`src/rtl/core/source_text_tokenizer_top_defines.svh`:
```
// Assertion macros shared by the tokenizer RTL.
// Included by the modules that carry concurrent checks; depends on nothing.
`ifndef SOURCE_TEXT_TOKENIZER_TOP_DEFINES_SVH
`define SOURCE_TEXT_TOKENIZER_TOP_DEFINES_SVH

// Same-cycle implication, disabled while reset is asserted.
`define STT_ASSERT_HOLD(label, clk, rst_n, ante, cons, msg) \
	label: assert property (@(posedge clk) disable iff (!rst_n) (ante) |-> (cons)) \
		else $error(msg);

// Next-cycle implication, disabled while reset is asserted.
`define STT_ASSERT_NEXT(label, clk, rst_n, ante, cons, msg) \
	label: assert property (@(posedge clk) disable iff (!rst_n) (ante) |=> (cons)) \
		else $error(msg);

`endif

```
`src/rtl/core/stt_pkg.sv`:
```
// Shared types and constants of the source text tokenizer.
// Used by the interfaces, the scan step, the result queue and the top level.
package stt_pkg;

	localparam int TOK_W = 16;

	// Scan modes held between bytes.
	typedef enum logic [2:0] {
		MODE_IDLE    = 3'd0,
		MODE_WORD    = 3'd1,
		MODE_NUM     = 3'd2,
		MODE_SLASH   = 3'd3,
		MODE_EQ      = 3'd4,
		MODE_CMT     = 3'd5,
		MODE_CMTSTAR = 3'd6,
		MODE_HALT    = 3'd7
	} mode_t;

	// Token kind codes.
	localparam logic [4:0] K_ID     = 5'd0;
	localparam logic [4:0] K_NUM    = 5'd1;
	localparam logic [4:0] K_AUTO   = 5'd2;
	localparam logic [4:0] K_EXTRN  = 5'd3;
	localparam logic [4:0] K_IF     = 5'd4;
	localparam logic [4:0] K_WHILE  = 5'd5;
	localparam logic [4:0] K_LPAREN = 5'd6;
	localparam logic [4:0] K_RPAREN = 5'd7;
	localparam logic [4:0] K_LBRACK = 5'd8;
	localparam logic [4:0] K_RBRACK = 5'd9;
	localparam logic [4:0] K_LBRACE = 5'd10;
	localparam logic [4:0] K_RBRACE = 5'd11;
	localparam logic [4:0] K_SEMI   = 5'd12;
	localparam logic [4:0] K_COMMA  = 5'd13;
	localparam logic [4:0] K_PLUS   = 5'd14;
	localparam logic [4:0] K_MINUS  = 5'd15;
	localparam logic [4:0] K_STAR   = 5'd16;
	localparam logic [4:0] K_SLASH  = 5'd17;
	localparam logic [4:0] K_PCT    = 5'd18;
	localparam logic [4:0] K_EQUALS = 5'd19;
	localparam logic [4:0] K_ASPLUS = 5'd20;
	localparam logic [4:0] K_ASMIN  = 5'd21;
	localparam logic [4:0] K_ASMUL  = 5'd22;
	localparam logic [4:0] K_ASDIV  = 5'd23;
	localparam logic [4:0] K_ASMOD  = 5'd24;
	localparam logic [4:0] K_EOF    = 5'd25;
	localparam logic [4:0] K_ERROR  = 5'd26;

	// Keyword spellings, right aligned in the word prefix.
	localparam logic [47:0] KW_AUTO  = 48'h0000_6175_746F;
	localparam logic [47:0] KW_EXTRN = 48'h0065_7874_726E;
	localparam logic [47:0] KW_IF    = 48'h0000_0000_6966;
	localparam logic [47:0] KW_WHILE = 48'h0077_6869_6C65;

	// Characters with a role of their own.
	localparam logic [7:0] CH_NUL   = 8'h00;
	localparam logic [7:0] CH_TAB   = 8'h09;
	localparam logic [7:0] CH_LF    = 8'h0A;
	localparam logic [7:0] CH_CR    = 8'h0D;
	localparam logic [7:0] CH_SPACE = 8'h20;
	localparam logic [7:0] CH_SLASH = 8'h2F;
	localparam logic [7:0] CH_STAR  = 8'h2A;
	localparam logic [7:0] CH_EQ    = 8'h3D;
	localparam logic [7:0] CH_PLUS  = 8'h2B;
	localparam logic [7:0] CH_MINUS = 8'h2D;
	localparam logic [7:0] CH_PCT   = 8'h25;

	localparam logic [TOK_W-1:0] LEN_MAX = 16'hFFFF;

	// One result beat.
	typedef struct packed {
		logic [4:0]       kind;
		logic [TOK_W-1:0] start;
		logic [TOK_W-1:0] length;
		logic             last;
	} token_t;

	// Everything one byte produces: zero, one or two tokens.
	typedef struct packed {
		logic [1:0] count;
		token_t     tok0;
		token_t     tok1;
	} step_res_t;

endpackage

```
`src/rtl/core/stt_if.sv`:
```
// Handshake interfaces for the tokenizer's text input and token output.
// Depends on stt_pkg for the field width.
interface stt_text_if;
	logic       valid;
	logic       ready;
	logic [7:0] text_byte;
	logic       end_of_text;

	modport source (output valid, output text_byte, output end_of_text, input ready);
	modport sink (input valid, input text_byte, input end_of_text, output ready);
endinterface

interface stt_token_if;
	logic                      valid;
	logic                      ready;
	logic [4:0]                token_kind;
	logic [stt_pkg::TOK_W-1:0] token_start;
	logic [stt_pkg::TOK_W-1:0] token_length;
	logic                      last_of_run;

	modport source (output valid, output token_kind, output token_start,
		output token_length, output last_of_run, input ready);
	modport sink (input valid, input token_kind, input token_start,
		input token_length, input last_of_run, output ready);
endinterface

```
`src/rtl/core/stt_step.sv`:
```
// Combinational scan step: next scanner state and the tokens caused by one byte.
// Depends on stt_pkg.
module stt_step #(
	parameter int POS_WIDTH = 16
) (
	input  stt_pkg::mode_t             mode,
	input  logic [POS_WIDTH-1:0]       pos,
	input  logic [POS_WIDTH-1:0]       pstart,
	input  logic [stt_pkg::TOK_W-1:0]  plen,
	input  logic [47:0]                prefix,
	input  logic [7:0]                 text_byte,
	input  logic                       end_of_text,
	output stt_pkg::mode_t             mode_nx,
	output logic [POS_WIDTH-1:0]       pos_nx,
	output logic [POS_WIDTH-1:0]       pstart_nx,
	output logic [stt_pkg::TOK_W-1:0]  plen_nx,
	output logic [47:0]                prefix_nx,
	output stt_pkg::step_res_t         res
);

	localparam int SW = (POS_WIDTH < stt_pkg::TOK_W) ? POS_WIDTH : stt_pkg::TOK_W;

	function automatic logic is_letter(input logic [7:0] c);
		return (c >= 8'h61 && c <= 8'h7A) || (c >= 8'h41 && c <= 8'h5A);
	endfunction

	function automatic logic is_digit(input logic [7:0] c);
		return c >= 8'h30 && c <= 8'h39;
	endfunction

	logic [stt_pkg::TOK_W-1:0] p16;
	logic [stt_pkg::TOK_W-1:0] ps16;
	logic                      pend_vld;
	stt_pkg::token_t           pend_tok;
	logic                      st_emit;
	logic                      st_begin;
	stt_pkg::mode_t            st_mode;
	stt_pkg::token_t           st_tok;
	logic [4:0]                word_k;
	logic [4:0]                punct_k;
	logic                      punct_hit;
	logic                      a_vld;
	logic                      b_vld;
	stt_pkg::token_t           a_tok;
	stt_pkg::token_t           b_tok;
	logic [4:0]                comp_k;
	logic                      comp_hit;

	// Offsets as seen on the 16-bit token fields.
	always_comb begin
		p16 = '0;
		ps16 = '0;
		p16[SW-1:0] = pos[SW-1:0];
		ps16[SW-1:0] = pstart[SW-1:0];
	end

	// Keyword match on exact length and stored characters.
	always_comb begin
		word_k = stt_pkg::K_ID;
		if (plen == 16'd4 && prefix == stt_pkg::KW_AUTO) begin
			word_k = stt_pkg::K_AUTO;
		end else if (plen == 16'd5 && prefix == stt_pkg::KW_EXTRN) begin
			word_k = stt_pkg::K_EXTRN;
		end else if (plen == 16'd2 && prefix == stt_pkg::KW_IF) begin
			word_k = stt_pkg::K_IF;
		end else if (plen == 16'd5 && prefix == stt_pkg::KW_WHILE) begin
			word_k = stt_pkg::K_WHILE;
		end
	end

	// The token held in a pending mode, emitted when the next byte ends it.
	always_comb begin
		pend_vld = 1'b1;
		pend_tok = '0;
		pend_tok.start = ps16;
		case (mode)
			stt_pkg::MODE_WORD: begin
				pend_tok.kind = word_k;
				pend_tok.length = plen;
			end
			stt_pkg::MODE_NUM: begin
				pend_tok.kind = stt_pkg::K_NUM;
				pend_tok.length = plen;
			end
			stt_pkg::MODE_SLASH: begin
				pend_tok.kind = stt_pkg::K_SLASH;
				pend_tok.length = 16'd1;
			end
			stt_pkg::MODE_EQ: begin
				pend_tok.kind = stt_pkg::K_EQUALS;
				pend_tok.length = 16'd1;
			end
			default: begin
				pend_vld = 1'b0;
			end
		endcase
	end

	// Single-character punctuation and operators.
	always_comb begin
		punct_hit = 1'b1;
		punct_k = stt_pkg::K_ERROR;
		case (text_byte)
			8'h28: punct_k = stt_pkg::K_LPAREN;
			8'h29: punct_k = stt_pkg::K_RPAREN;
			8'h5B: punct_k = stt_pkg::K_LBRACK;
			8'h5D: punct_k = stt_pkg::K_RBRACK;
			8'h7B: punct_k = stt_pkg::K_LBRACE;
			8'h7D: punct_k = stt_pkg::K_RBRACE;
			8'h3B: punct_k = stt_pkg::K_SEMI;
			8'h2C: punct_k = stt_pkg::K_COMMA;
			stt_pkg::CH_PLUS: punct_k = stt_pkg::K_PLUS;
			stt_pkg::CH_MINUS: punct_k = stt_pkg::K_MINUS;
			stt_pkg::CH_STAR: punct_k = stt_pkg::K_STAR;
			stt_pkg::CH_PCT: punct_k = stt_pkg::K_PCT;
			default: punct_hit = 1'b0;
		endcase
	end

	// What a byte does when seen between tokens.
	always_comb begin
		st_emit = 1'b0;
		st_begin = 1'b0;
		st_mode = stt_pkg::MODE_IDLE;
		st_tok = '0;
		st_tok.start = p16;
		st_tok.length = 16'd1;
		if (text_byte == stt_pkg::CH_TAB || text_byte == stt_pkg::CH_SPACE ||
				text_byte == stt_pkg::CH_CR || text_byte == stt_pkg::CH_LF) begin
			st_mode = stt_pkg::MODE_IDLE;
		end else if (text_byte == stt_pkg::CH_SLASH) begin
			st_begin = 1'b1;
			st_mode = stt_pkg::MODE_SLASH;
		end else if (text_byte == stt_pkg::CH_EQ) begin
			st_begin = 1'b1;
			st_mode = stt_pkg::MODE_EQ;
		end else if (text_byte == stt_pkg::CH_NUL) begin
			st_emit = 1'b1;
			st_tok.kind = stt_pkg::K_EOF;
			st_tok.length = '0;
		end else if (punct_hit) begin
			st_emit = 1'b1;
			st_tok.kind = punct_k;
		end else if (is_letter(text_byte)) begin
			st_begin = 1'b1;
			st_mode = stt_pkg::MODE_WORD;
		end else if (is_digit(text_byte)) begin
			st_begin = 1'b1;
			st_mode = stt_pkg::MODE_NUM;
		end else begin
			st_emit = 1'b1;
			st_tok.kind = stt_pkg::K_ERROR;
			st_mode = stt_pkg::MODE_HALT;
		end
	end

	// Compound assignment after '='.
	always_comb begin
		comp_hit = 1'b1;
		comp_k = stt_pkg::K_ASPLUS;
		case (text_byte)
			stt_pkg::CH_PLUS: comp_k = stt_pkg::K_ASPLUS;
			stt_pkg::CH_MINUS: comp_k = stt_pkg::K_ASMIN;
			stt_pkg::CH_STAR: comp_k = stt_pkg::K_ASMUL;
			stt_pkg::CH_SLASH: comp_k = stt_pkg::K_ASDIV;
			stt_pkg::CH_PCT: comp_k = stt_pkg::K_ASMOD;
			default: comp_hit = 1'b0;
		endcase
	end

	// Main scan decision: up to two tokens, first a then b.
	always_comb begin
		logic do_start;
		logic do_extend;
		do_start = 1'b0;
		do_extend = 1'b0;
		a_vld = 1'b0;
		b_vld = 1'b0;
		a_tok = pend_tok;
		b_tok = st_tok;
		mode_nx = mode;
		pos_nx = pos;
		pstart_nx = pstart;
		plen_nx = plen;
		prefix_nx = prefix;
		if (mode == stt_pkg::MODE_HALT) begin
			mode_nx = stt_pkg::MODE_HALT;
		end else if (end_of_text) begin
			a_vld = pend_vld;
			b_vld = 1'b1;
			b_tok = '0;
			b_tok.kind = stt_pkg::K_EOF;
			b_tok.start = p16;
			mode_nx = stt_pkg::MODE_IDLE;
		end else begin
			pos_nx = pos + 1'b1;
			case (mode)
				stt_pkg::MODE_WORD: begin
					if (is_letter(text_byte) || is_digit(text_byte)) begin
						do_extend = 1'b1;
					end else begin
						do_start = 1'b1;
					end
				end
				stt_pkg::MODE_NUM: begin
					if (is_digit(text_byte)) begin
						do_extend = 1'b1;
					end else begin
						do_start = 1'b1;
					end
				end
				stt_pkg::MODE_SLASH: begin
					if (text_byte == stt_pkg::CH_STAR) begin
						mode_nx = stt_pkg::MODE_CMT;
					end else begin
						do_start = 1'b1;
					end
				end
				stt_pkg::MODE_EQ: begin
					if (comp_hit) begin
						b_vld = 1'b1;
						b_tok = '0;
						b_tok.kind = comp_k;
						b_tok.start = ps16;
						b_tok.length = 16'd2;
						mode_nx = stt_pkg::MODE_IDLE;
					end else begin
						do_start = 1'b1;
					end
				end
				stt_pkg::MODE_CMT, stt_pkg::MODE_CMTSTAR: begin
					if (text_byte == stt_pkg::CH_NUL) begin
						b_vld = 1'b1;
						b_tok = '0;
						b_tok.kind = stt_pkg::K_EOF;
						b_tok.start = p16;
						mode_nx = stt_pkg::MODE_IDLE;
					end else if (text_byte == stt_pkg::CH_STAR) begin
						mode_nx = stt_pkg::MODE_CMTSTAR;
					end else if (text_byte == stt_pkg::CH_SLASH &&
							mode == stt_pkg::MODE_CMTSTAR) begin
						mode_nx = stt_pkg::MODE_IDLE;
					end else begin
						mode_nx = stt_pkg::MODE_CMT;
					end
				end
				default: begin
					do_start = 1'b1;
				end
			endcase
			// Flush what was pending, then treat the byte as between tokens.
			if (do_start) begin
				a_vld = pend_vld;
				b_vld = st_emit;
				mode_nx = st_mode;
				if (st_begin) begin
					pstart_nx = pos;
					plen_nx = 16'd1;
					prefix_nx = {40'd0, text_byte};
				end
			end
			// Grow the pending word or number.
			if (do_extend) begin
				if (plen < 16'd6) begin
					prefix_nx = {prefix[39:0], text_byte};
				end
				if (plen != stt_pkg::LEN_MAX) begin
					plen_nx = plen + 1'b1;
				end
			end
		end
	end

	// Pack the tokens in order and mark the last one.
	always_comb begin
		res = '0;
		res.count = {1'b0, a_vld} + {1'b0, b_vld};
		res.tok0 = a_vld ? a_tok : b_tok;
		res.tok1 = b_tok;
		if (a_vld && b_vld) begin
			res.tok1.last = 1'b1;
		end else begin
			res.tok0.last = 1'b1;
		end
	end

endmodule

```
`src/rtl/core/stt_outq.sv`:
```
// Two-entry result queue that drives the token output channel.
// Depends on stt_pkg, stt_token_if and the assertion macro header.
`include "source_text_tokenizer_top_defines.svh"

module stt_outq (
	input  logic               clk,
	input  logic               arst_n,
	input  logic               push,
	input  stt_pkg::step_res_t res,
	output logic               room,
	stt_token_if.source        tokens
);

	logic [1:0]      cnt_q;
	stt_pkg::token_t slot0_q;
	stt_pkg::token_t slot1_q;
	logic            pop;
	logic            load;

	assign pop = tokens.valid && tokens.ready;
	assign load = push && res.count != 2'd0;

	// A new set may be loaded once the queue is empty after this cycle's beat.
	assign room = (cnt_q == 2'd0) || (cnt_q == 2'd1 && tokens.ready);

	// Occupancy.
	always_ff @(posedge clk or negedge arst_n) begin
		if (!arst_n) begin
			cnt_q <= 2'd0;
		end else if (load) begin
			cnt_q <= res.count;
		end else if (pop) begin
			cnt_q <= cnt_q - 2'd1;
		end
	end

	// Token slots; the second one moves up after the head beat goes out.
	always_ff @(posedge clk) begin
		if (load) begin
			slot0_q <= res.tok0;
			slot1_q <= res.tok1;
		end else if (pop) begin
			slot0_q <= slot1_q;
		end
	end

	assign tokens.valid = cnt_q != 2'd0;
	assign tokens.token_kind = slot0_q.kind;
	assign tokens.token_start = slot0_q.start;
	assign tokens.token_length = slot0_q.length;
	assign tokens.last_of_run = slot0_q.last;

	`STT_ASSERT_HOLD(a_load_room, clk, arst_n, load, room, "token set loaded without room")
	`STT_ASSERT_HOLD(a_cnt_range, clk, arst_n, 1'b1, cnt_q != 2'd3, "queue count out of range")
	`STT_ASSERT_HOLD(a_pair_last, clk, arst_n, load && res.count == 2'd2,
		res.tok1.last && !res.tok0.last, "token pair marks wrong beat as last")
	`STT_ASSERT_NEXT(a_pair_held, clk, arst_n, load && res.count == 2'd2,
		cnt_q == 2'd2, "token pair not held in queue")

endmodule

```
`src/rtl/core/source_text_tokenizer_top.sv`:
```
// Top level of the source text tokenizer: input register, scanner state, step and queue.
// Depends on stt_pkg, stt_if, stt_step, stt_outq and the assertion macro header.
//
// Channel  Dir   Beat contents
// text     in    text_byte, end_of_text
// tokens   out   token_kind, token_start, token_length, last_of_run
//
// One byte is taken every cycle unless the input register holds a stalled byte. A byte is
// held in the input register, and its tokens pass through the result queue to the output.
// The two-entry result queue sets the pace: a byte that ends two tokens holds it for two
// beats, so the next byte that makes a token waits for room; bytes making no token pass.
// Reset returns the scanner to between tokens at offset zero and empties both registers.
// A stall on the token side holds the input register only when its byte makes a token.
`include "source_text_tokenizer_top_defines.svh"

module source_text_tokenizer_top #(
	parameter int POS_WIDTH = 16
) (
	input  logic      clk,
	input  logic      arst_n,
	stt_text_if.sink  text,
	stt_token_if.source tokens
);

	logic                      in_valid_s1;
	logic [7:0]                in_byte_s1;
	logic                      in_end_s1;
	stt_pkg::mode_t            mode_q;
	logic [POS_WIDTH-1:0]      pos_q;
	logic [POS_WIDTH-1:0]      pstart_q;
	logic [stt_pkg::TOK_W-1:0] plen_q;
	logic [47:0]               prefix_q;
	stt_pkg::mode_t            mode_nx;
	logic [POS_WIDTH-1:0]      pos_nx;
	logic [POS_WIDTH-1:0]      pstart_nx;
	logic [stt_pkg::TOK_W-1:0] plen_nx;
	logic [47:0]               prefix_nx;
	stt_pkg::step_res_t        res;
	logic                      room;
	logic                      fire;
	logic                      take;

	// The registered byte is processed when its tokens fit in the queue.
	assign fire = in_valid_s1 && (res.count == 2'd0 || room);
	assign text.ready = !in_valid_s1 || fire;
	assign take = text.valid && text.ready;

	// Input register.
	always_ff @(posedge clk or negedge arst_n) begin
		if (!arst_n) begin
			in_valid_s1 <= 1'b0;
		end else if (take) begin
			in_valid_s1 <= 1'b1;
		end else if (fire) begin
			in_valid_s1 <= 1'b0;
		end
	end

	always_ff @(posedge clk) begin
		if (take) begin
			in_byte_s1 <= text.text_byte;
			in_end_s1 <= text.end_of_text;
		end
	end

	// Scanner state.
	always_ff @(posedge clk or negedge arst_n) begin
		if (!arst_n) begin
			mode_q <= stt_pkg::MODE_IDLE;
			pos_q <= '0;
			pstart_q <= '0;
			plen_q <= '0;
			prefix_q <= '0;
		end else if (fire) begin
			mode_q <= mode_nx;
			pos_q <= pos_nx;
			pstart_q <= pstart_nx;
			plen_q <= plen_nx;
			prefix_q <= prefix_nx;
		end
	end

	stt_step #(
		.POS_WIDTH(POS_WIDTH)
	) u_step (
		.mode(mode_q),
		.pos(pos_q),
		.pstart(pstart_q),
		.plen(plen_q),
		.prefix(prefix_q),
		.text_byte(in_byte_s1),
		.end_of_text(in_end_s1),
		.mode_nx(mode_nx),
		.pos_nx(pos_nx),
		.pstart_nx(pstart_nx),
		.plen_nx(plen_nx),
		.prefix_nx(prefix_nx),
		.res(res)
	);

	stt_outq u_outq (
		.clk(clk),
		.arst_n(arst_n),
		.push(fire),
		.res(res),
		.room(room),
		.tokens(tokens)
	);

	`STT_ASSERT_NEXT(a_halt_sticky, clk, arst_n, mode_q == stt_pkg::MODE_HALT,
		mode_q == stt_pkg::MODE_HALT, "scanner left the halted mode")
	`STT_ASSERT_HOLD(a_halt_quiet, clk, arst_n, mode_q == stt_pkg::MODE_HALT,
		res.count == 2'd0, "halted scanner produced a token")
	`STT_ASSERT_NEXT(a_byte_kept, clk, arst_n, in_valid_s1 && !fire,
		in_valid_s1 && $stable(in_byte_s1) && $stable(in_end_s1),
		"stalled byte lost from input register")

endmodule
```
`src/flat_wrapper.sv`:
```
// flat-port wrapper written by rule: the top's interface ports become plain ports
module source_text_tokenizer_top_flat 
#(
	parameter int POS_WIDTH = 16
)
  (clk, arst_n, text_valid, text_text_byte, text_end_of_text, text_ready, tokens_valid, tokens_token_kind, tokens_token_start, tokens_token_length, tokens_last_of_run, tokens_ready);
  stt_text_if text_i ();
  stt_token_if tokens_i ();
  input  logic clk;
  input  logic arst_n;
  input wire logic [$bits(text_i.valid)-1:0] text_valid;
  input wire logic [$bits(text_i.text_byte)-1:0] text_text_byte;
  input wire logic [$bits(text_i.end_of_text)-1:0] text_end_of_text;
  output wire logic [$bits(text_i.ready)-1:0] text_ready;
  output wire logic [$bits(tokens_i.valid)-1:0] tokens_valid;
  output wire logic [$bits(tokens_i.token_kind)-1:0] tokens_token_kind;
  output wire logic [$bits(tokens_i.token_start)-1:0] tokens_token_start;
  output wire logic [$bits(tokens_i.token_length)-1:0] tokens_token_length;
  output wire logic [$bits(tokens_i.last_of_run)-1:0] tokens_last_of_run;
  input wire logic [$bits(tokens_i.ready)-1:0] tokens_ready;
  assign text_i.valid = text_valid;
  assign text_i.text_byte = text_text_byte;
  assign text_i.end_of_text = text_end_of_text;
  assign text_ready = text_i.ready;
  assign tokens_valid = tokens_i.valid;
  assign tokens_token_kind = tokens_i.token_kind;
  assign tokens_token_start = tokens_i.token_start;
  assign tokens_token_length = tokens_i.token_length;
  assign tokens_last_of_run = tokens_i.last_of_run;
  assign tokens_i.ready = tokens_ready;
  source_text_tokenizer_top #(.POS_WIDTH(POS_WIDTH)) u_core (.clk(clk), .arst_n(arst_n), .text(text_i), .tokens(tokens_i));
endmodule
```
`config.mk`:
```
export PLATFORM = sky130hd
export DESIGN_NAME = source_text_tokenizer_top_flat
export DESIGN_NICKNAME = d
export VERILOG_FILES = /design/src/rtl/core/stt_pkg.sv /design/src/rtl/core/stt_if.sv /design/src/rtl/core/stt_step.sv /design/src/rtl/core/stt_outq.sv /design/src/rtl/core/source_text_tokenizer_top.sv /design/src/flat_wrapper.sv
export VERILOG_INCLUDE_DIRS = /design/src /design/src/rtl/core
export SDC_FILE = /design/constraint.sdc
export NUM_CORES = 1
export LEC_CHECK = 0
export BUFFER_PORTS_ARGS = -buffer_cell sky130_fd_sc_hd__buf_2
export CORE_UTILIZATION = 61
export CTS_CLUSTER_SIZE = 25
export DETAILED_ROUTE_END_ITERATION = 8
export PLACE_DENSITY = 0.8
export REMOVE_ABC_BUFFERS = 1
export SYNTH_ARGS = -nofsm -noshare
export SYNTH_HDL_FRONTEND = slang
export SYNTH_SLANG_ARGS = --single-unit
```
`constraint.sdc`:
```
create_clock -name clk -period 5.55 [get_ports clk]
set_clock_uncertainty 0.05 [all_clocks]
set_input_delay 0.8325 -clock clk [delete_from_list [all_inputs] [get_ports clk]]
set_output_delay 0.8325 -clock clk [all_outputs]
set_load 0.02 [all_outputs]
```
==> Word level (Yosys, flattened, before mapping) <==
Cells that the tools add are included.
{ "word_totals": {"output_inout_bits": 40, "ram_bits": 0, "memories": 0, "wordCells": 198, "regBits": 187, "romBits": 0, "latchBits": 0, "input_bits": 13} }
{ "classes": {"reduce_logical": 40, "muxes": 92, "order_cmp": 7, "shift": 0, "div_mod_pow": 0, "n_mul": 0, "n_addsub": 4, "bitwise_logic": 2, "n_eq_ne": 36} }
{ "ops": {"columns": ["operator", "n"], "rows": [
  ["38-bit two-way mux", 7],
  ["48-bit two-way mux", 4],
  ["48-bit by 39-bit == test with 1-bit output, second input constant", 2],
  ["8-bit by 6-bit == test with 1-bit output, second input constant", 11],
  ["38-bit one-hot mux with 2 select lines", 1],
  ["16-bit two-way mux", 4],
  ["5-bit one-hot mux with 12 select lines", 1],
  ["3-bit two-way mux", 19],
  ["48-bit by 15-bit == test with 1-bit output, second input constant", 1],
  ["48-bit by 31-bit == test with 1-bit output, second input constant", 1],
  ["1-bit two-way mux", 40],
  ["5-bit two-way mux", 7],
  ["16-bit by 1-bit adder with 16-bit output, second input constant", 2],
  ["16-bit by 3-bit == test with 1-bit output, second input constant", 2],
  ["8-bit by 7-bit == test with 1-bit output, second input constant", 4],
  ["16-bit one-hot mux with 2 select lines", 1],
  ["8-bit by 4-bit == test with 1-bit output, second input constant", 3],
  ["5-bit one-hot mux with 4 select lines", 1],
  ["16-bit by 2-bit == test with 1-bit output, second input constant", 1],
  ["8-bit by 7-bit >= comparator with 1-bit output, second input constant", 2],
  ["8-bit by 7-bit <= comparator with 1-bit output, second input constant", 2],
  ["16-bit by 3-bit < comparator with 1-bit output, second input constant", 1],
  ["16-bit != test, second input constant", 1],
  ["4-bit one-hot mux with 4 select lines", 1],
  ["28 further kinds", 62]
]} }

==> Longest topological paths before layout <==
Gate-level depths: netlist (run 1).
{ "logic_depth": {"ltp_word": 19, "mapped_depth": 17, "depth_no_buf": 13} }

==> Hierarchy <==
Synthesis (run 1) repeated with hierarchy kept, for this count alone.
{ "hier_totals": {"cells_unflattened": 1195, "hier_area_um2": 11567.3} }
{ "modules_own_cells": {"columns": ["mod", "n_inst", "area_per_inst_um2", "seq_area_each_um2", "cells_each"], "rows": [
  ["source_text_tokenizer_top", 1, 4733.3, 2772.7, 458],
  ["stt_step", 1, 3928.8, 0.0, 599],
  ["stt_outq", 1, 2905.3, 2332.2, 138]
]} }

==> Least setup slack after synthesis (run 1) <==
Ideal clock, no wire load.
{ "synth_path": {"kind": "register to register", "startpoint": "reg u_core.in_byte_s1[2]", "endpoint": "reg u_core.u_outq.slot0_q (netlist bit u_core.u_outq.tokens.last_of_run) (enable)", "arrival_ps": 4000, "setup_ps": 519, "required_ps": 4981, "stages_incl_launch_ff": 15, "synth_period_minus_slack_ps": 4569, "setup_slack_ps": 981, "n_path_buf": 3, "cell_sequence": "edfxtp_1 buf_2 nor4_4 o2bb2ai_2 o211a_2 o21ai_1 or3_1 a31o_1 ha_1 a211oi_1 nor2b_1 nand2b_1 clkbuf_1 buf_1 nand2_1"} }
{ "synth_via": {"elab_chain_cells": 18, "elab_cells_between_ends": 66, "cone_classes": "add/sub (1); order compare (6); eq/ne (18); mux (24); reduce/logical (17)"} }
{ "synth_rtl": {"columns": ["element", "line", "rtl"], "rows": [
  ["start: declaration", "source_text_tokenizer_top.sv:26", "logic [7:0] in_byte_s1;"],
  ["start signal: assignment", "source_text_tokenizer_top.sv:61", "in_byte_s1 <= text.text_byte;"],
  ["8-bit by 6-bit >= comparator with 1-bit output, or another cell as far along", "stt_step.sv:28", "return c >= 8'h30 && c <= 8'h39;"],
  ["1-bit logical AND, on equally long branches", "stt_step.sv:28, stt_step.sv:24", null],
  ["1-bit two-way mux or 1-bit logical OR (tied branches)", "stt_step.sv:147, stt_step.sv:206, stt_step.sv:24", null],
  ["1-bit two-way mux", "stt_step.sv:144", "end else if (is_letter(text_byte)) begin"],
  ["1-bit two-way mux", "stt_step.sv:141", "end else if (punct_hit) begin"],
  ["1-bit two-way mux", "stt_step.sv:137", "end else if (text_byte == stt_pkg::CH_NUL) begin"],
  ["1-bit two-way mux", "stt_step.sv:134", "end else if (text_byte == stt_pkg::CH_EQ) begin"],
  ["1-bit two-way mux", "stt_step.sv:131", "end else if (text_byte == stt_pkg::CH_SLASH) begin"],
  ["[... 2 more ...]", null, null],
  ["1-bit two-way mux", "stt_step.sv:188", "end else if (end_of_text) begin"],
  ["1-bit two-way mux", "stt_step.sv:186", "if (mode == stt_pkg::MODE_HALT) begin"],
  ["1-bit by 1-bit adder with 2-bit output *", "stt_step.sv:277", "res.count = {1'b0, a_vld} + {1'b0, b_vld};"],
  ["2-bit zero test", "source_text_tokenizer_top.sv:44", "assign fire = in_valid_s1 && (res.count == 2'd0 || room);"],
  ["1-bit logical OR", "source_text_tokenizer_top.sv:44", null],
  ["1-bit logical AND", "source_text_tokenizer_top.sv:44", null],
  ["1-bit logical AND *", "stt_outq.sv:21", "assign load = push && res.count != 2'd0;"],
  ["2-bit nonzero test (no source line) *", null, null],
  ["end signal: assignment", "stt_outq.sv:40", "slot0_q <= res.tok0;"],
  ["end signal: assignment", "stt_outq.sv:43", "slot0_q <= slot1_q;"],
  ["end: declaration", "stt_outq.sv:15", "stt_pkg::token_t slot0_q;"]
]} }
Every way passes the cells marked *; elsewhere a longest branch is shown, timed or not. The select of a mux whose other input is x is not followed.
A chain may end at the register's enable or synchronous reset.

==> Final worst setup path (run 1) <==
{ "layout_path": {"startpoint": "reg u_core.in_byte_s1[2]", "endpoint": "reg u_core.u_outq.slot0_q (netlist bit u_core.u_outq.tokens.token_length[0]), data pin"} }
{ "layout_via": {"elab_chain_cells": 18, "elab_cells_between_ends": 76, "cone_classes": "add/sub (1); order compare (6); eq/ne (18); mux (35); reduce/logical (16)"} }
{ "layout_rtl": {"columns": ["element", "line", "rtl"], "rows": [
  ["8-bit by 6-bit >= comparator with 1-bit output, or another cell as far along", "stt_step.sv:28", null],
  ["1-bit logical AND, on equally long branches", "stt_step.sv:28, stt_step.sv:24", null],
  ["1-bit two-way mux or 1-bit logical OR (tied branches)", "stt_step.sv:147, stt_step.sv:206, stt_step.sv:24", null],
  ["1-bit two-way mux", "stt_step.sv:144", null],
  ["1-bit two-way mux", "stt_step.sv:141", null],
  ["1-bit two-way mux", "stt_step.sv:137", null],
  ["1-bit two-way mux", "stt_step.sv:134", null],
  ["1-bit two-way mux", "stt_step.sv:131", null],
  ["[... 2 more ...]", null, null],
  ["1-bit two-way mux", "stt_step.sv:188", null],
  ["1-bit two-way mux", "stt_step.sv:186", null],
  ["1-bit by 1-bit adder with 2-bit output", "stt_step.sv:277", null],
  ["2-bit zero test", "source_text_tokenizer_top.sv:44", null],
  ["1-bit logical OR", "source_text_tokenizer_top.sv:44", null],
  ["1-bit logical AND", "source_text_tokenizer_top.sv:44", null],
  ["1-bit logical AND", "stt_outq.sv:21", null],
  ["38-bit two-way mux *", "stt_outq.sv:39", "if (load) begin"]
]} }
Marks and branches as above.

==> qor_table.md, run 1 <==
| Result | Value | Unit |
| --- | --- | --- |
| Overflow left after global routing | 0 | - |
| Yosys warning count | 0 | - |
| Max-slew headroom | 31.0 | % |
| I/O pin cnt | 53 | - |
| Site Rows | 43 | - |
| Actual slew at the worst max-slew pin | 1.03 | ns |
| Reg area | 0.00468 | sq mm |
| Root buffer cell | sky130_fd_sc_hd__clkbuf_16 | - |
| Critical path launch point type | flop | - |
| Routed WL per cell | 19.8 | microns |
| Post_cts resized | 0 | - |
| Number of pins with negative max-slew slack in the final report | 0 | - |
| Kind of critical path | reg2reg | - |
| Peak VDD IR | 0.000351 | V |
| CTS HTree Levels | 4 | - |
| Number of filler cells placed in the layout | 982 | - |
| Total count of hold-check failures in the final report | 0 | - |
| Effective utilization at floorplan | 62.6 | % |
| Antenna violations before repair | 0 | - |
| Half-perimeter wire length after detailed placement | 12,600 | microns |
| Arrival time at the worst endpoint | 4.99 | ns |
| Layout cell share with drive strength beyond 1 | 18.6 | % |
| Register-to-register setup slack | 0.70 | ns |
| Port Buffer Count | 52 | - |
| Number of antenna diodes | 0 | - |
| Syn-to-layout area delta | 11.0 | % |
| Required time reported for the critical path endpoint | 5.69 | ns |
| Power density of the placed cells | 542 | mW/mm^2 |
| Sequential share of the synthesized area | 53.7 | % |
| Combined area of the multi-input logic cells | 0.00372 | sq mm |
| Portion of synthesized cell area occupied by the leading cell type | 29.3 | % |
| Ys async rst share | 59.0 | % |
| Final antenna-violating net count | 0 | - |
| Post-Place Worst Slack | 0.732 | ns |
| Post-CTS setup buffer count | 0 | - |
| Wire length of the first global-routing pass | 30,900 | microns |
| Crit Path Max Fanout | 18 | - |
| Via density per instance | 6.45 | - |
| Final cycle utilization of the critical path | 87.4 | % |
| Worst r2r src | u_core.in_byte_s1[2]$_DFFE_PP_ | - |
| CTS Buf Count | 17 | - |
| Via count | 6,253 | - |
| Average instance area after synthesis | 11.9 | sq um |
| Die height | 122 | microns |
| Clock period minus final worst setup slack | 4.85 | ns |
| Placed cell areas | 0.00907 | sq mm |
| Smallest setup slack after layout | 0.702 | ns |
| Number of iterations in the first detailed-routing pass | 5 | - |
| Insertion delay to the later sink of the worst-skew pair | 0.43 | ns |
| Netlist area before placement | 0.00872 | sq mm |
| Floorplan die area | 0.0148 | sq mm |
| Distinct cells, synth | 91 | - |
| Top flip-flop cell by instance count after synthesis | sky130_fd_sc_hd__dfrtp_1 | - |
| Cell type contributing the most total cell area after synthesis | sky130_fd_sc_hd__dfrtp_1 | - |
| Number of DRC markers in iteration 0 | 637 | - |
| Number of buffers between clock root and the deepest sink | 2 | - |
| EDFF count, synth | 71 | - |
| Status | complete, no violations | - |
| Total of hold buffers inserted after clock tree synthesis | 0 | - |
| Number of maximum-capacitance violations | 0 | - |
| Horizontal extent of the die | 122 | microns |
| RSZ-0062 raised after global routing | false | - |
| Largest net degree at the start of global routing | 54 | - |
| Clock tree from TritonCTS | yes | - |
| Via count of the first global-routing pass | 5,963 | - |
| GPL Wtd Cong | 0.879 | - |
| Maximum clock rate | 206 | MHz |
| Crit path capture type | flop | - |
| P_leak | 4.16 | nW |
| Net total in the final layout | 799 | - |
| Instance count of the mapped netlist | 736 | - |
| Final Routed Wirelength | 19,200 | microns |
| Depth of the most critical reg-to-reg path | 14 | - |
| Number of failing setup endpoints in the final timing report | 0 | - |
| Top cells by count, synth | sky130_fd_sc_hd__dfrtp_1 (102), sky130_fd_sc_hd__edfxtp_1 (71), sky130_fd_sc_hd__nand2_1 (51) | - |
| Class of the tightest hold or removal check | in2async | - |
| Residual DRC | 0 | - |
| Cell types occupying the most area after synthesis | sky130_fd_sc_hd__dfrtp_1 (29%), sky130_fd_sc_hd__edfxtp_1 (24%), sky130_fd_sc_hd__a22o_1 (4.5%) | - |
| Cell with the most instances after synthesis | sky130_fd_sc_hd__dfrtp_1 | - |
| Flip-flop and latch count after synthesis | 173 | - |
| Total routing usage reported by global routing | 27.3 | % |
| Final design area excluding fillers | 0.00968 | sq mm |
| Number of clock sinks seen by CTS | 173 | - |
| Worst-path clk slew | 0.07 | ns |
| Post-Route Utilization | 69.5 | % |
| Worst r2r dst | u_core.u_outq.tokens.token_length[0]$_DFFE_PP_ | - |
| Core footprint | 0.0139 | sq mm |
per-stage QoR:
| step | setup TNS (ns) | hold WS, ns | power (mW) | cells |
|---|---|---|---|---|
| after global placement | 0 | 0.422 | 3.96 | 937 |
| after global routing | 0 | 0.447 | 5.52 | 970 |
| after CTS | 0 | 0.418 | 5.25 | 969 |
| after floorplan | -38.56 | 0.399 | 3.37 | 692 |
| final | 0 | 0.401 | 5.25 | 970 |
| after detailed placement | 0 | 0.433 | 4.02 | 937 |
cell families (layout without fill, tap and decap cells):
| family | Yosys count | after routing | synth area share [%] |
|---|---|---|---|
| fa+ha+maj | 9 | 9 | 1.29 |
| xor+xnor | 22 | 22 | 2.21 |
| compound gates | 166 | 166 | 14.6 |
| simple gates | 245 | 245 | 16.8 |
| buf+inv | 64 | 118 | 3.71 |
| flops | 173 | 173 | 53.7 |
| mux | 57 | 57 | 7.69 |
worst max-delay path by stage:
stage / start / endpoint / slack [ns] / cells past startpoint
after floorplan: u_core.in_byte_s1[4]$_DFFE_PP_ / u_core.prefix_q[0]$_DFFE_PN0P_ / -0.65 / 10
after global placement: u_core.in_byte_s1[4]$_DFFE_PP_ / u_core.u_outq.tokens.token_length[0]$_DFFE_PP_ / 0.94 / 13
after detailed placement: u_core.in_byte_s1[4]$_DFFE_PP_ / u_core.u_outq.tokens.token_length[1]$_DFFE_PP_ / 0.73 / 13
after CTS: u_core.in_byte_s1[4]$_DFFE_PP_ / u_core.u_outq.tokens.token_length[1]$_DFFE_PP_ / 0.67 / 13
after global routing: u_core.in_byte_s1[3]$_DFFE_PP_ / u_core.u_outq.tokens.token_length[0]$_DFFE_PP_ / 0.48 / 14
final: u_core.in_byte_s1[2]$_DFFE_PP_ / u_core.u_outq.tokens.token_length[0]$_DFFE_PP_ / 0.70 / 14
state kept, by name (all words and copies together) (netlist names):
name and count:
u_core.u_outq.tokens.token_start 16, u_core.u_outq.cnt_q 2, u_core.pstart_q 16, u_core.in_byte_s1 8, u_core.prefix_q 48, u_core.u_outq.slot1_q 24
u_core.pos_q 16, u_core.u_outq.tokens.token_kind 5, u_core.mode_q 3, u_core.plen_q 16, u_core.u_outq.tokens.last_of_run 1, u_core.u_outq.tokens.token_length 16
u_core.in_end_s1 1, u_core.in_valid_s1 1
metal layers:
metal  vias up  routed length (microns)  track usage [%]
met3        28                      782             4.63
li1       2883                        -                -
met2       192                     9470             44.0
met5         -                        0                0
met1      3150                     8630             37.5
met4         0                      301             9.72
worst max-delay path, stage by stage, from the launching register on:
cell and delay, ns:
sky130_fd_sc_hd__edfxtp_1 0.66, sky130_fd_sc_hd__nor4_4 0.45, sky130_fd_sc_hd__o2bb2ai_2 0.21, sky130_fd_sc_hd__o211a_2 0.30, sky130_fd_sc_hd__o21ai_1 0.15, sky130_fd_sc_hd__or3_1 0.36, sky130_fd_sc_hd__a31o_1 0.24, sky130_fd_sc_hd__ha_1 0.19
sky130_fd_sc_hd__a211oi_1 0.50, sky130_fd_sc_hd__nor2b_1 0.19, sky130_fd_sc_hd__nand2b_1 0.47, sky130_fd_sc_hd__inv_1 0.12, sky130_fd_sc_hd__buf_4 0.22, sky130_fd_sc_hd__a31o_2 0.24, sky130_fd_sc_hd__a221o_1 0.25
cell usage in the layout, fill, tap and decap left out, types with 4 or more instances in the layout:
cell type | netlist | final
sky130_fd_sc_hd__a211o_1 | 4 | 4
sky130_fd_sc_hd__a21oi_1 | 11 | 11
sky130_fd_sc_hd__a221o_1 | 6 | 6
sky130_fd_sc_hd__a22o_1 | 45 | 45
sky130_fd_sc_hd__a31oi_1 | 5 | 5
sky130_fd_sc_hd__and2_1 | 21 | 21
sky130_fd_sc_hd__and3_1 | 15 | 15
sky130_fd_sc_hd__and4_1 | 5 | 5
sky130_fd_sc_hd__buf_2 | 10 | 51
sky130_fd_sc_hd__buf_4 | 3 | 15
sky130_fd_sc_hd__clkbuf_16 | 0 | 17
sky130_fd_sc_hd__dfrtp_1 | 102 | 102
sky130_fd_sc_hd__edfxtp_1 | 71 | 71
sky130_fd_sc_hd__ha_1 | 9 | 9
sky130_fd_sc_hd__inv_1 | 18 | 18
sky130_fd_sc_hd__mux2_1 | 13 | 13
sky130_fd_sc_hd__mux2_2 | 11 | 11
sky130_fd_sc_hd__mux2_4 | 14 | 14
sky130_fd_sc_hd__mux2i_1 | 19 | 19
sky130_fd_sc_hd__nand2_1 | 51 | 51
sky130_fd_sc_hd__nand2b_1 | 8 | 8
sky130_fd_sc_hd__nand3_1 | 23 | 23
sky130_fd_sc_hd__nand4_1 | 10 | 10
sky130_fd_sc_hd__nand4b_1 | 5 | 5
sky130_fd_sc_hd__nor2_1 | 32 | 32
sky130_fd_sc_hd__nor2b_1 | 7 | 7
sky130_fd_sc_hd__nor3_1 | 16 | 16
sky130_fd_sc_hd__nor4_1 | 12 | 12
sky130_fd_sc_hd__nor4b_1 | 5 | 5
sky130_fd_sc_hd__o211ai_1 | 6 | 6
sky130_fd_sc_hd__o21ai_0 | 18 | 18
sky130_fd_sc_hd__o21ai_1 | 25 | 25
sky130_fd_sc_hd__xnor2_1 | 15 | 15
sky130_fd_sc_hd__xor2_1 | 7 | 7
area by class of cell:
class                           instances  share of cell area [%]
Sequential cell                       173                    48.4
Multi-Input combinational cell        499                    38.4
Clock buffer                           20                    4.61
Timing Repair Buffer                   66                    3.80
Tap cell                              180                    2.33
Clock inverter                         12                    1.67
Inverter                               20                   0.775
power by group:
group | switching (mW) | internal, mW
clock network | 0.509 | 0.726
logic | 1.27 | 0.676
registers | 0.230 | 1.84
total | 2.01 | 3.24
Note: power is estimated with default switching activity, not from simulation.
==> inputs of run 2 (changes only) <==
Settings changed: CORE_UTILIZATION 61 to 45, PLACE_DENSITY 0.8 to default.
==> run 2 against run 1 <==
Setup slack better by 0.16 ns. Die area up 35%. Sequential power about the same. Non-clock buffer count unchanged. Routed wire length down 2.6%. Highest routed layer unchanged.
==> qor_table.md, run 2 (synthesized netlist as in run 1, its figures left out) <==
| Result | Value | Unit | Change |
| --- | --- | --- | --- |
| Number of filler cells placed in the layout | 1,631 | - | +66% |
| Post_cts resized | 0 | - | unchanged |
| P_leak | 4.14 | nW | -0.38% |
| Routed WL per cell | 17.8 | microns | -10% |
| Crit Path Max Fanout | 19 | - | +1 |
| Crit-path max cell delay | 0.66 | ns | about the same |
| Share of total power in sequential cells | 40.1 | % | +0.6 points |
| Required time reported for the critical path endpoint | 5.67 | ns | -0.02 ns |
| Number of buffers between clock root and the deepest sink | 2 | - | unchanged |
| Root buffer cell | sky130_fd_sc_hd__clkbuf_16 | - |  |
| Die height | 141 | microns | +16% |
| Final antenna-violating net count | 0 | - | unchanged |
| Arrival time at the worst endpoint | 4.81 | ns | -0.18 ns |
| Insertion delay to the later sink of the worst-skew pair | 0.42 | ns | about the same |
| Site Rows | 50 | - | +16% |
| Wire length of the first global-routing pass | 31,100 | microns | +0.49% |
| Source of the critical timing path | u_core.in_byte_s1[2]$_DFFE_PP_ | - |  |
| Syn-to-layout area delta | 12.0 | % |  |
| Leading cell types in the layout, fill and taps excluded | sky130_fd_sc_hd__dfrtp_1 (102), sky130_fd_sc_hd__edfxtp_1 (71), sky130_fd_sc_hd__buf_2 (51), sky130_fd_sc_hd__nand2_1 (50), sky130_fd_sc_hd__a22o_1 (45) | - |  |
| GPL Wtd Cong | 0.840 | - | -4.4% |
| Total of hold buffers inserted after clock tree synthesis | 0 | - | unchanged |
| Horizontal extent of the die | 141 | microns | +16% |
| Power density of the placed cells | 532 | mW/mm^2 | -1.9% |
| Half-perimeter wire length after detailed placement | 12,700 | microns | +1.1% |
| Via count | 6,053 | - | -3.2% |
| Power dissipated by switching net loads | 2.00 | mW | -0.17% |
| Via count of the first global-routing pass | 5,845 | - | -2.0% |
| Register-to-register setup slack | 0.86 | ns | +0.16 ns |
| Gate family responsible for the most delay along the worst path | compound AO/OA/AOI/OAI gates | - |  |
| Antenna violations before repair | 0 | - | unchanged |
| Switching share of power | 38.5 | % | +0.33 points |
| Number of clock sinks seen by CTS | 173 | - | unchanged |
| Kind of critical path | reg2reg | - |  |
| Number of failing setup endpoints in the final timing report | 0 | - | unchanged |
| Proportion of power drawn by the clock network | 22.9 | % | -0.6 points |
| Worst r2r dst | u_core.u_outq.tokens.token_length[0]$_DFFE_PP_ | - |  |
| Number of pins with negative max-slew slack in the final report | 0 | - | unchanged |
| I/O pin cnt | 53 | - | unchanged |
| Worst r2r src | u_core.in_byte_s1[2]$_DFFE_PP_ | - |  |
| CTS HTree Levels | 4 | - | unchanged |
| Layout cell share with drive strength beyond 1 | 18.7 | % | +0.13 points |
| Most common cell after layout, fill and taps aside | sky130_fd_sc_hd__dfrtp_1 | - |  |
| Crit path capture type | flop | - |  |
| Max reg flops | 48 | - | unchanged |
| Core footprint | 0.0188 | sq mm | +35% |
| Largest register by flop count | u_core.prefix_q | - |  |
| Number of DRC markers in iteration 0 | 592 | - | -7.1% |
| Actual slew at the worst max-slew pin | 0.966 | ns | -0.0659 ns |
| Final Routed Wirelength | 18,700 | microns | -2.6% |
| Worst-path clk slew | 0.07 | ns | about the same |
| Largest registers in the final layout | u_core.prefix_q: 48 flops, u_core.u_outq.slot1_q: 24 flops | - |  |
| Max-slew headroom | 35.4 | % | +4.4 points |
| Critical path launch point type | flop | - |  |
| Residual DRC | 0 | - | unchanged |
| Floorplan die area | 0.0199 | sq mm | +35% |
| CTS Buf Count | 17 | - | unchanged |
| Peak VDD IR | 0.000276 | V | -21% |
| Total routing usage reported by global routing | 20.1 | % | -7.2 points |
| Status | complete, no violations | - |  |
| Critical path, cell by cell | nor4_4 > o2bb2ai_2 > o211a_2 > o21ai_1 > or3_1 > a31o_1 > ha_1 > a211oi_1 > nor2b_1 > nand2b_1 > buf_4 > inv_1 > buf_4 > a31o_2 > a221o_1 | - |  |
| Clock period minus final worst setup slack | 4.69 | ns | -0.160 ns |
| Most frequent cell on the critical path | sky130_fd_sc_hd__buf_4 | - |  |
| Effective utilization at floorplan | 46.3 | % | -16 points |
| Logic depth of the worst path, buffers included | 15 | - | +1 |
| Via density per instance | 5.76 | - | -11% |
| Post-CTS setup buffer count | 0 | - | unchanged |
| Number of maximum-capacitance violations | 0 | - | unchanged |
| Overflow left after global routing | 0 | - | unchanged |
| Final cycle utilization of the critical path | 84.5 | % | -2.9 points |
| Clock tree from TritonCTS | yes | - |  |
| CP endpoint | u_core.u_outq.tokens.token_length[0]$_DFFE_PP_ | - |  |
| Net total in the final layout | 799 | - | unchanged |
| Largest net degree at the start of global routing | 55 | - | +1.9% |
| Max stage delay cell, worst path | sky130_fd_sc_hd__edfxtp_1 | - |  |
| Number of antenna diodes | 0 | - | unchanged |
| RSZ-0062 raised after global routing | false | - |  |
| Class of the tightest hold or removal check | in2async | - |  |
| Internal power component | 3.19 | mW | -1.5% |
| Port Buffer Count | 52 | - | unchanged |
| Buffers & Inverters on Critical Path | 3 | - | +1 |
| Maximum clock rate | 213 | MHz | +3.4% |
| Number of iterations in the first detailed-routing pass | 5 | - | unchanged |
| Final total negative setup slack | 0 | ns | unchanged |
| Gate power share | 37.0 | % | about the same |
| Total count of hold-check failures in the final report | 0 | - | unchanged |
| Post-layout power | 5.20 | mW | -1.0% |
| Depth of the most critical reg-to-reg path | 15 | - | +1 |
==> run 2: changes by cell type in the layout (fill, tap and decap cells not counted), sizes merged <==
cell and change:
clkinvlp +1, clkbuf -2, bufinv -1, inv +2
==> run 2: how the worst min path moves through the flow <==
stage                                 start                               to  slack [ns]  cells after the start
2_1_floorplan  u_core.pos_q[15]$_DFFE_PN0P_     u_core.pos_q[15]$_DFFE_PN0P_        0.40                      1
3_3_place_gp   u_core.pos_q[15]$_DFFE_PN0P_     u_core.pos_q[15]$_DFFE_PN0P_        0.42                      1
3_5_place_dp   u_core.pos_q[15]$_DFFE_PN0P_     u_core.pos_q[15]$_DFFE_PN0P_        0.44                      1
4_1_cts                              arst_n  u_core.prefix_q[13]$_DFFE_PN0P_        0.43                      1
5_1_grt                              arst_n  u_core.prefix_q[21]$_DFFE_PN0P_        0.47                      1
6_report                             arst_n  u_core.prefix_q[14]$_DFFE_PN0P_        0.42                      1
==> run 2: cell type report <==
class	instances	area [sq um]	area share, %
tap	260	325	3.33
clock inverter	14	159	1.63
timing repair buffer	66	368	3.77
clock buffer	18	429	4.39
sequential	173	4680	48.0
multi-input combinational	499	3730	38.2
inverter	20	75.1	0.769
==> run 2: routing by layer <==
metal	share of wire, %	vias up	routed length [microns]	GRT usage [%]
li1	-	2880	-	-
met1	48	3004	8990	28.2
met2	47	152	8840	31.6
met3	3.7	17	695	4.18
met4	0.88	0	165	5.72
met5	0	-	0	0
==> run 2: power groups by stage <==
stage	Sequential [mW]	Clock, mW	Combinational [mW]
after CTS	2.09	1.22	1.94
after global placement	2.09	0	1.90
after global routing	2.13	1.27	2.11
after floorplan	2.25	0	1.12
final	2.08	1.19	1.92
after detailed placement	2.11	0	1.93
==> run 2: stage by stage <==
| stage | utilization, % | worst slack [ns] | instance area [sq um] | std cells | hold WS [ns] |
|---|---|---|---|---|---|
| after global placement | 48.7 | 0.684 | 9170 | 1017 | 0.419 |
| after detailed placement | 48.7 | 0.729 | 9170 | 1017 | 0.435 |
| after CTS | 51.8 | 0.704 | 9760 | 1049 | 0.432 |
| after floorplan | - | -0.651 | 8470 | 692 | 0.399 |
| after global routing | 51.9 | 0.566 | 9770 | 1050 | 0.465 |
| final | 51.9 | 0.862 | 9770 | 1050 | 0.419 |
